[config.mk]
export PLATFORM = sky130hd
export DESIGN_NAME = integer_to_radix_ascii_top
export DESIGN_NICKNAME = d
export VERILOG_FILES = /design/src/hw/rtl/i2ra_pkg.sv /design/src/hw/rtl/i2ra_ctrl.sv /design/src/hw/rtl/i2ra_dpath.sv /design/src/hw/rtl/integer_to_radix_ascii_top.sv
export SDC_FILE = /design/constraint.sdc
export NUM_CORES = 1
export LEC_CHECK = 0
export BUFFER_PORTS_ARGS = -buffer_cell sky130_fd_sc_hd__buf_2
export CAP_MARGIN = 20
export CORE_MARGIN = 2
export CORE_UTILIZATION = 55
export DETAILED_ROUTE_END_ITERATION = 6
export GPL_ROUTABILITY_DRIVEN = 0
export PLACE_DENSITY = 0.72
export SLEW_MARGIN = 0
export SYNTH_ARGS = -nofsm -noshare
export SYNTH_HDL_FRONTEND = slang
export SYNTH_SLANG_ARGS = --single-unit
[constraint.sdc]
create_clock -name clock -period 30.4 [get_ports clock]
set_input_delay 1.52 -clock clock [delete_from_list [all_inputs] [get_ports clock]]
set_output_delay 1.52 -clock clock [all_outputs]
set_load 0.03 [all_outputs]
[src/hw/rtl/i2ra_pkg.sv]
// ----------------------------------------------------------------------------
// i2ra_pkg
// Shared types and constants for the integer to radix ASCII converter:
// channel payloads, controller/datapath command and status, FSM states.
// ----------------------------------------------------------------------------
package i2ra_pkg;

   // Input item: signed word and the radix of the text
   typedef struct packed {
      logic signed [31:0] value;
      logic [4:0]         base;
   } req_type;

   // Result item: one ASCII character of the text
   typedef struct packed {
      logic [6:0] character;
      logic       last;
      logic       bad_base;
   } rsp_type;

   // Legal radix range
   localparam logic [4:0] BASE_MIN = 5'd2;
   localparam logic [4:0] BASE_MAX = 5'd16;

   // ASCII codes
   localparam logic [6:0] CHAR_ZERO  = 7'h30;
   localparam logic [6:0] CHAR_UPPER = 7'h41;
   localparam logic [6:0] CHAR_MINUS = 7'h2D;
   localparam logic [6:0] CHAR_NULL  = 7'h00;

   // Controller states
   typedef enum logic [2:0] {
      ST_IDLE,
      ST_DIV,
      ST_BAD,
      ST_SIGN,
      ST_DIGIT
   } ctrl_state_type;

   // Controller to datapath
   typedef struct packed {
      logic load;        // capture a new item
      logic div_step;    // one chunk of the divide-by-base
      logic emit_bad;    // send the bad-base result
      logic emit_sign;   // send the minus sign
      logic emit_digit;  // pop one digit and send it
   } cmd_type;

   // Datapath to controller
   typedef struct packed {
      logic req_bad;     // incoming base is out of range
      logic negative;    // captured value is negative
      logic div_last;    // current chunk finishes a digit
      logic quot_zero;   // quotient of the current digit is zero
      logic out_free;    // output register can take a result
      logic digit_last;  // one digit left in the buffer
   } sts_type;

   // Digit value to ASCII, 0-9 then A-F
   function automatic logic [6:0] digit_char(input logic [3:0] d);
      logic [6:0] code;
      if (d < 4'd10) begin
         code = CHAR_ZERO + {3'b000, d};
      end else begin
         code = CHAR_UPPER + {3'b000, d} - 7'd10;
      end
      return code;
   endfunction

endpackage

[src/hw/rtl/i2ra_ctrl.sv]
// ----------------------------------------------------------------------------
// i2ra_ctrl
// Sequencer: accepts an item, sends the bad-base result or runs the digit
// divide loop, then sends sign and digits through the output register.
// ----------------------------------------------------------------------------
module i2ra_ctrl
   import i2ra_pkg::*;
(
   input  logic    clock,
   input  logic    reset,
   input  logic    req_valid,
   output logic    req_ready,
   input  sts_type sts,
   output cmd_type cmd
);

   ctrl_state_type state_ff;
   ctrl_state_type state_in;

   // State register
   always_ff @(posedge clock) begin
      if (reset) begin
         state_ff <= ST_IDLE;
      end else begin
         state_ff <= state_in;
      end
   end

   // Next state and commands
   always_comb begin
      state_in  = state_ff;
      cmd       = '0;
      req_ready = 1'b0;
      unique case (state_ff)
         ST_IDLE: begin
            req_ready = 1'b1;
            if (req_valid) begin
               cmd.load = 1'b1;
               state_in = sts.req_bad ? ST_BAD : ST_DIV;
            end
         end
         ST_DIV: begin
            cmd.div_step = 1'b1;
            if (sts.div_last && sts.quot_zero) begin
               state_in = sts.negative ? ST_SIGN : ST_DIGIT;
            end
         end
         ST_BAD: begin
            if (sts.out_free) begin
               cmd.emit_bad = 1'b1;
               state_in     = ST_IDLE;
            end
         end
         ST_SIGN: begin
            if (sts.out_free) begin
               cmd.emit_sign = 1'b1;
               state_in      = ST_DIGIT;
            end
         end
         ST_DIGIT: begin
            if (sts.out_free) begin
               cmd.emit_digit = 1'b1;
               if (sts.digit_last) begin
                  state_in = ST_IDLE;
               end
            end
         end
         default: begin
            state_in = ST_IDLE;
         end
      endcase
   end

endmodule

[src/hw/rtl/i2ra_dpath.sv]
// ----------------------------------------------------------------------------
// i2ra_dpath
// Datapath: magnitude register, chunked divide-by-base unit (8 quotient bits
// per cycle), digit stack and the output register.
// ----------------------------------------------------------------------------
module i2ra_dpath
   import i2ra_pkg::*;
#(
   parameter int WORD_BITS = 32
) (
   input  logic    clock,
   input  logic    reset,
   input  req_type req_data,
   input  cmd_type cmd,
   output sts_type sts,
   output logic    rsp_valid,
   input  logic    rsp_ready,
   output rsp_type rsp_data
);

   localparam int DIV_BITS = 8;
   localparam int NCHUNK   = (WORD_BITS + DIV_BITS - 1) / DIV_BITS;
   localparam int PAD_BITS = NCHUNK * DIV_BITS;
   localparam int CHUNK_W  = (NCHUNK > 1) ? $clog2(NCHUNK) : 1;
   localparam int CNT_W    = $clog2(WORD_BITS + 1);

   logic [WORD_BITS-1:0] word;
   logic [WORD_BITS-1:0] mag_abs;

   logic [PAD_BITS-1:0]  mag_ff, mag_in;
   logic [PAD_BITS-1:0]  quot_ff, quot_in;
   logic [PAD_BITS-1:0]  quot_full;
   logic [3:0]           rem_ff, rem_in;
   logic [3:0]           rem_next;
   logic [DIV_BITS-1:0]  qbits;
   logic [CHUNK_W-1:0]   chunk_ff, chunk_in;
   logic [4:0]           base_ff, base_in;
   logic                 neg_ff, neg_in;
   logic [CNT_W-1:0]     cnt_ff, cnt_in;
   logic [3:0]           stack_ff [WORD_BITS];
   logic [3:0]           stack_in [WORD_BITS];
   logic                 rsp_valid_ff, rsp_valid_in;
   rsp_type              rsp_data_ff, rsp_data_in;

   // Input word at WORD_BITS, sign extended when wider than the port
   generate
      if (WORD_BITS <= 32) begin : g_narrow
         assign word = req_data.value[WORD_BITS-1:0];
      end else begin : g_wide
         assign word = {{(WORD_BITS-32){req_data.value[31]}}, req_data.value};
      end
   endgenerate

   assign mag_abs = word[WORD_BITS-1] ? (~word + 1'b1) : word;

   // One chunk of restoring division, MSB first
   always_comb begin : div_chunk
      logic [4:0] trial;
      logic [3:0] r;
      r = rem_ff;
      for (int i = 0; i < DIV_BITS; i++) begin
         trial = {r, mag_ff[PAD_BITS-1-i]};
         if (trial >= base_ff) begin
            trial                = trial - base_ff;
            qbits[DIV_BITS-1-i] = 1'b1;
         end else begin
            qbits[DIV_BITS-1-i] = 1'b0;
         end
         r = trial[3:0];
      end
      rem_next = r;
   end

   assign quot_full = PAD_BITS'({quot_ff, qbits});

   // Status to the controller
   always_comb begin
      sts.req_bad    = (req_data.base < BASE_MIN) || (req_data.base > BASE_MAX);
      sts.negative   = neg_ff;
      sts.div_last   = (chunk_ff == '0);
      sts.quot_zero  = (quot_full == '0);
      sts.out_free   = !rsp_valid_ff || rsp_ready;
      sts.digit_last = (cnt_ff == CNT_W'(1));
   end

   // Next-state logic of the datapath registers
   always_comb begin
      mag_in       = mag_ff;
      quot_in      = quot_ff;
      rem_in       = rem_ff;
      chunk_in     = chunk_ff;
      base_in      = base_ff;
      neg_in       = neg_ff;
      cnt_in       = cnt_ff;
      stack_in     = stack_ff;
      rsp_data_in  = rsp_data_ff;
      rsp_valid_in = rsp_valid_ff && !rsp_ready;

      if (cmd.load) begin
         base_in  = req_data.base;
         neg_in   = word[WORD_BITS-1];
         mag_in   = PAD_BITS'(mag_abs);
         quot_in  = '0;
         rem_in   = '0;
         chunk_in = CHUNK_W'(NCHUNK - 1);
         cnt_in   = '0;
      end

      if (cmd.div_step) begin
         if (chunk_ff == '0) begin
            // digit complete: push remainder, quotient becomes the magnitude
            stack_in[0] = rem_next;
            for (int i = 1; i < WORD_BITS; i++) begin
               stack_in[i] = stack_ff[i-1];
            end
            cnt_in   = cnt_ff + 1'b1;
            mag_in   = quot_full;
            quot_in  = '0;
            rem_in   = '0;
            chunk_in = CHUNK_W'(NCHUNK - 1);
         end else begin
            mag_in   = mag_ff << DIV_BITS;
            quot_in  = quot_full;
            rem_in   = rem_next;
            chunk_in = chunk_ff - 1'b1;
         end
      end

      if (cmd.emit_bad) begin
         rsp_valid_in          = 1'b1;
         rsp_data_in.character = CHAR_NULL;
         rsp_data_in.last      = 1'b1;
         rsp_data_in.bad_base  = 1'b1;
      end

      if (cmd.emit_sign) begin
         rsp_valid_in          = 1'b1;
         rsp_data_in.character = CHAR_MINUS;
         rsp_data_in.last      = 1'b0;
         rsp_data_in.bad_base  = 1'b0;
      end

      if (cmd.emit_digit) begin
         // top of stack is the most significant remaining digit
         rsp_valid_in          = 1'b1;
         rsp_data_in.character = digit_char(stack_ff[0]);
         rsp_data_in.last      = (cnt_ff == CNT_W'(1));
         rsp_data_in.bad_base  = 1'b0;
         for (int i = 0; i < WORD_BITS - 1; i++) begin
            stack_in[i] = stack_ff[i+1];
         end
         cnt_in = cnt_ff - 1'b1;
      end
   end

   // Control registers
   always_ff @(posedge clock) begin
      if (reset) begin
         rsp_valid_ff <= 1'b0;
      end else begin
         rsp_valid_ff <= rsp_valid_in;
      end
   end

   // Payload registers
   always_ff @(posedge clock) begin
      mag_ff      <= mag_in;
      quot_ff     <= quot_in;
      rem_ff      <= rem_in;
      chunk_ff    <= chunk_in;
      base_ff     <= base_in;
      neg_ff      <= neg_in;
      cnt_ff      <= cnt_in;
      stack_ff    <= stack_in;
      rsp_data_ff <= rsp_data_in;
   end

   assign rsp_valid = rsp_valid_ff;
   assign rsp_data  = rsp_data_ff;

endmodule

[src/hw/rtl/integer_to_radix_ascii_top.sv]
// ----------------------------------------------------------------------------
// integer_to_radix_ascii_top
// Converts a signed word to its ASCII text in base 2 to 16, one character
// per transfer, most significant first, with a leading '-' when negative.
//
// Usage:
//  - req channel: one transfer carries value and base. req_ready is high only
//    while the block is idle; one item is worked on at a time.
//  - rsp channel: one transfer per character; last marks the final one. A
//    base outside 2 to 16 gives a single transfer with character 0, last and
//    bad_base set.
//  - Sequence: the divide unit forms 8 quotient bits per cycle, working
//    through the magnitude chunk by chunk for each digit. An item is
//    accepted, divided digit by digit, then sent one character at a time
//    (sign included), each character waiting for the output register to be
//    free. The next item is taken in the cycle after the last emit.
//  - The output register holds a character while the receiver stalls; the
//    sequencer waits, nothing is lost. The next item is accepted while the
//    final character still waits in the output register.
//  - Reset (synchronous) returns to idle and drops rsp_valid.
// ----------------------------------------------------------------------------
module integer_to_radix_ascii_top
   import i2ra_pkg::*;
#(
   parameter int WORD_BITS = 32
) (
   input  logic    clock,
   input  logic    reset,
   input  logic    req_valid,
   output logic    req_ready,
   input  req_type req_data,
   output logic    rsp_valid,
   input  logic    rsp_ready,
   output rsp_type rsp_data
);

   cmd_type cmd;
   sts_type sts;

   // Sequencer
   i2ra_ctrl u_ctrl (
      .clock     (clock),
      .reset     (reset),
      .req_valid (req_valid),
      .req_ready (req_ready),
      .sts       (sts),
      .cmd       (cmd)
   );

   // Divider, digit stack and output register
   i2ra_dpath #(
      .WORD_BITS (WORD_BITS)
   ) u_dpath (
      .clock     (clock),
      .reset     (reset),
      .req_data  (req_data),
      .cmd       (cmd),
      .sts       (sts),
      .rsp_valid (rsp_valid),
      .rsp_ready (rsp_ready),
      .rsp_data  (rsp_data)
   );

endmodule
# ---- Word level (Yosys, flattened, before mapping)
# Index checks and enable logic that the tools add are counted.
dict set report word_totals {
  word_cells 159
  ff_bits 215
  input_bits 41
  output_inout_bits 11
}
dict set report op_classes {
  n_eq_ne 11
  reduce_logical 17
  n_lt_le_gt_ge 11
  n_addsub 15
  bitwise 1
  n_mux 60
}
# cell count
set op_table {}
lappend op_table {{2-to-1 mux 128 bit} 2}
lappend op_table {{2-to-1 mux 32 bit} 4}
lappend op_table {{2-to-1 mux 124 bit} 1}
lappend op_table {{2-to-1 mux 24 bit} 3}
lappend op_table {{2-to-1 mux 4 bit} 11}
lappend op_table {{>= comparator 5 bit} 8}
lappend op_table {{adder 32 x 1 -> 32 bit, second input constant} 1}
lappend op_table {{zero test 32 bit} 1}
lappend op_table {{inverter 32 bit} 1}
lappend op_table {{subtractor 4 bit} 8}
lappend op_table {{2-to-1 mux 9 bit} 3}
lappend op_table {{2-to-1 mux 6 bit} 4}
lappend op_table {{2-to-1 mux 3 bit} 7}
lappend op_table {{2-to-1 mux 1 bit} 19}
lappend op_table {{one-hot mux 3 bit (5 select lines)} 1}
lappend op_table {{!= test 2 bit, second input constant} 5}
lappend op_table {{2-to-1 mux 2 bit} 4}
lappend op_table {{adder 6 x 4 -> 7 bit, first input constant} 1}
lappend op_table {{adder 7 x 4 -> 7 bit, first input constant} 1}
lappend op_table {{2-to-1 mux 7 bit} 1}
lappend op_table {{subtractor 7 x 4 -> 7 bit, second input constant} 1}
lappend op_table {{adder 6 x 1 -> 6 bit, second input constant} 1}
lappend op_table {{== test 3 x 2 -> 1 bit, second input constant} 2}
lappend op_table {{== test 6 x 1 -> 1 bit, second input constant} 1}
lappend op_table {{other kinds (18)} 24}

# ---- Depth between registers and ports, before layout
dict set report logic_depth {
  depth_word 20
  mapped_depth 53
  depth_no_buf 51
}

# ---- Hierarchy
# From an unflattened synthesis, not the netlist that was laid out.
dict set report hier_totals {
  cells_unflattened 1210
  area_unflattened_um2 12031.5
}
# module cells_each n_inst area_per_inst_um2 seq_area_each_um2
set modules_own_cells {}
lappend modules_own_cells {i2ra_dpath 1183 1 11823.8 6286.0}
lappend modules_own_cells {i2ra_ctrl 27 1 207.7 60.1}

# ---- Worst setup path after synthesis
# Ideal clock, no wire load.
dict set report synth_path {
  path_kind {register to register}
  from {register u_dpath.base_ff[1]}
  to {register u_ctrl.state_ff[0]}
  path_slack_ps 19823
  setup_ps 117
  arrival_ps 10460
  path_stages_with_launch 50
  synth_period_minus_slack_ps 10577
  path_buffers 2
  required_time_ps 30283
  cell_sequence {edfxtp_1 inv_1 ha_1 a31oi_1 o21ai_2 mux2_2 ha_1 a21o_1 a31oi_1 o21ai_2 mux2_2 inv_1 ha_1 a21o_1 a31oi_1 o21ai_2 mux2_2 inv_1 (+14 left out) o21ai_2 mux2i_1 ha_1 a21o_1 a31oi_1 o21ai_0 clkbuf_1 or2_2 o221ai_1 ha_1 a21oi_2 nand2_1 a211o_1 buf_6 or4_4 o31ai_4 o211ai_1 o2bb2ai_1}
}
dict set report synth_via {
  elab_chain_cells 20
  word_cells_on_any_way 34
  classes_between {add/sub (7); order compare (8); eq/ne (1); mux (15); reduce/logical (3)}
}
# item line
set synth_lines {}
lappend synth_lines {{start: declaration} i2ra_dpath.sv:37} ;# logic [4:0] base_ff, base_in;
lappend synth_lines {{start signal: assignment} i2ra_dpath.sv:171} ;# base_ff <= base_in;
lappend synth_lines {{subtractor 4 bit / >= comparator 5 bit (equally long branches)} {i2ra_dpath.sv:64, i2ra_dpath.sv:63}}
lappend synth_lines {{2-to-1 mux 4 bit} i2ra_dpath.sv:63} ;# if (trial >= base_ff) begin
lappend synth_lines {{subtractor 4 bit / >= comparator 5 bit (equally long branches)} {i2ra_dpath.sv:64, i2ra_dpath.sv:63}}
lappend synth_lines {{2-to-1 mux 4 bit} i2ra_dpath.sv:63}
lappend synth_lines {{subtractor 4 bit / >= comparator 5 bit (equally long branches)} {i2ra_dpath.sv:64, i2ra_dpath.sv:63}}
lappend synth_lines {{2-to-1 mux 4 bit} i2ra_dpath.sv:63}
lappend synth_lines {{>= comparator 5 bit / subtractor 4 bit (equally long branches)} {i2ra_dpath.sv:63, i2ra_dpath.sv:64}}
lappend synth_lines {{2-to-1 mux 4 bit} i2ra_dpath.sv:63}
lappend synth_lines {{(+4 left out)} n/a}
lappend synth_lines {{subtractor 4 bit / >= comparator 5 bit (equally long branches)} {i2ra_dpath.sv:64, i2ra_dpath.sv:63}}
lappend synth_lines {{2-to-1 mux 4 bit} i2ra_dpath.sv:63}
lappend synth_lines {{>= comparator 5 bit} i2ra_dpath.sv:63}
lappend synth_lines {{2-to-1 mux 1 bit} i2ra_dpath.sv:63}
lappend synth_lines {{zero test 32 bit (*)} i2ra_dpath.sv:81} ;# sts.quot_zero = (quot_full == '0);
lappend synth_lines {{logical AND 1 bit (*)} i2ra_ctrl.sv:44} ;# if (sts.div_last && sts.quot_zero) begin
lappend synth_lines {{!= test 2 x 1 -> 1 bit (no source line) (*)} n/a}
lappend synth_lines {{AND reduction 6 bit (no source line) (*)} n/a}
lappend synth_lines {{end signal: assignment} i2ra_ctrl.sv:25} ;# state_ff <= state_in;
lappend synth_lines {{end: declaration} i2ra_ctrl.sv:17} ;# ctrl_state_type state_ff;
# Mark *: on every way between the ends. The rest lies on a longest branch, timed or not.
# A chain may end at the register's enable or synchronous reset.

# ---- Worst setup path in the final report
# Ends and elaborated chain as after synthesis.

==> results by group <==
Timing
  • Final setup fails: 0
  • Max Freq: 82.0 MHz
  • Slew HR: 39.5%
  • Final setup margin: 18210 ps
  • Post-layout min period: 12190 ps
  • RSZ-0062 raised after global routing: no
  • Min Hold Slack: 463 ps
  • Setup TNS: 0 ps
  • Final hold vios: 0
  • Final period utilization: 40.1%
  • Worst Skew: 13.8 ps
  • Worst-Margin Slew: 906 ps
  • Pins Over Slew Limit: 0

Global routing
  • Largest net degree at the start of global routing: 75
  • First-pass GRT wire length: 36.4 mm
  • Vias in the first global route: 7061
  • Number of antenna violations at the first check in global routing: 0
  • Global-route usage over all layers: 20.6%
  • Total global routing overflow: 0

Route
  • Drc violations: 0
  • Vias: 7517
  • Drt wl/cell: 18.3 um
  • Via density: 6.02
  • Initial DRC Count: 667
  • Routed WL: 22.8 mm
  • Detail Route Antenna Nets: 0
  • DRT Pass-1 Iters: 5

Yosys
  • Dominant synthesized flop cell: edfxtp_1
  • #FFs+latches synth: 215
  • Syn_nets: 1024
  • Unique masters post-synth: 62
  • Share of the yosys chip area belonging to registers: 55.6%
  • EDFF count, synth: 204
  • Post-synth ARST share: 0%
  • Mapped Area: 11400 um2
  • Yosys warnings: 0
  • Number of cells produced by synthesis: 929
  • Synth Area per Inst: 12.3 um2

CTS
  • CTS max path bufs: 3
  • Root Buffer: clkbuf_16
  • H-tree levels: 1
  • TritonCTS clock tree: yes
  • Clk sinks: 215
  • Skew-Pair Late Insertion Delay: 510 ps
  • Post-CTS Setup Inserts: 0
  • Post-cts resize count: 0
  • Hold Buf Count CTS: 0
  • CTS clk-pin slew, worst paths: 60 ps
  • Cts bufs inserted: 23

Layout
  • Layout cells sized above 1: 13.0%
  • Commonest non-fill, non-tap cell in the layout: edfxtp_1
  • Final net count: 1057
  • Antenna diodes: 0
  • Most frequent cells in the layout: 204 x edfxtp_1, 118 x a22o_1, 59 x nand2_1
  • Number of fill cells: 1613
  • Layout area overhead: 9.93%
  • Post-Layout Inst Area: 12500 um2

Die
  • # rows: 52
  • Starting Density: 56.2%
  • Die height: 148 um
  • Die area: 21900 um2
  • Core ar.: 20300 um2
  • I/O pins: 52
  • Horiz. Die Dim: 148 um

Outcome
  • Status: complete, no violations

Worst setup path
  • Setup crit end kind: flop
  • Worst Setup Path Type: flop to flop
  • Worst Setup Start Kind: flop
  • Critical Path RT: 30790 ps
  • Max incr delay on CP: 730 ps
  • CP max-delay cell: edfxtp_1
  • Worst-path maximum fanout: 9
  • Most frequent CP cell: ha_1
  • Critical path data arrival time: 12580 ps

Place
  • Placed Area: 11800 um2
  • Hpwl dp: 14.8 mm
  • Place WS: 18120 ps
  • Port bufs: 51

Worst hold path
  • Worst Hold Class: flop to flop

Run
  • Max-cap violations: 0
critical path: cells and delay by family, from the launching register on:
| family | cells | cell delay, ps |
|---|---|---|
| fa+ha+maj | 8 | 2620 |
| flops | 1 | 730 |
| compound gates | 27 | 5500 |
| mux | 5 | 1670 |
| buf+inv | 4 | 770 |
| simple gates | 3 | 730 |
layer usage:
layer  GRT usage, %  share of wire (%)
met1           30.0                 47
met2           32.9                 47
met3           2.96                4.5
met4           5.24                1.7
met5              0                  0
Yosys cell counts, drive strengths merged (15+ instances only):
cell    instances  area (um2)
inv            40         150
nand2          61         229
clkbuf         45         179
ha             46         576
nor2b          16         100
a21oi          53         269
a22o          118        1030
edfxtp        204        6130
nand2b         15         101
a21o           16         120
nor2           35         131
and2           25         158
xor2           24         210
o21ai          44         239
mux2i          23         230
xnor2          25         219
area by class of cell:
class / count / area, um2 / area share, %
clock buffer: 32 / 629 / 5.02
clock inverter: 10 / 53.8 / 0.429
inverter: 40 / 151 / 1.21
multi-input combinational: 624 / 4710 / 37.6
sequential: 215 / 6350 / 50.6
tap: 270 / 338 / 2.69
timing repair buffer: 58 / 305 / 2.44
cell families after synthesis:
logic type / after synthesis / share of synthesized area (%)
AOI/OAI and AO/OA: 285 / 18.4
xor gates and xnor gates: 49 / 3.76
adders and majority gates: 54 / 6.45
buffers and inverters: 90 / 3.18
DFF: 215 / 55.6
muxes: 37 / 3.40
and+or+nand+nor: 199 / 9.19
per-stage QoR:
step	instances	util (%)
3_3_place_gp	1206	58.4
2_1_floorplan	929	-
3_5_place_dp	1206	58.4
4_1_cts	1248	61.7
6_report	1249	61.8
5_1_grt	1249	61.8
final timing paths:
kind,from,slack [ps],cells after the start,to
worst max-delay path,u_dpath.base_ff[1],18210,47,u_ctrl.state_ff[0]
worst min-delay path,u_dpath.stack_ff[6],460,0,u_dpath.stack_ff[2]
worst max register to register,u_dpath.base_ff[1],18210,47,u_ctrl.state_ff[0]
worst min register to register,u_dpath.stack_ff[6],460,0,u_dpath.stack_ff[2]
flip-flops by register name, summed over array words and instances (netlist names):
name	count
u_dpath.rem_ff	4
u_dpath.chunk_ff	2
u_ctrl.state_ff	3
u_dpath.stack_ff	128
u_dpath.quot_ff	24
u_dpath.cnt_ff	6
u_dpath.rsp_valid	1
u_dpath.mag_ff	32
u_dpath.rsp_data	9
u_dpath.base_ff	5
u_dpath.neg_ff	1
Power is left out: the tool's default activity adds up to more than one toggle a clock period on the data nets, which glitch-free logic cannot reach.
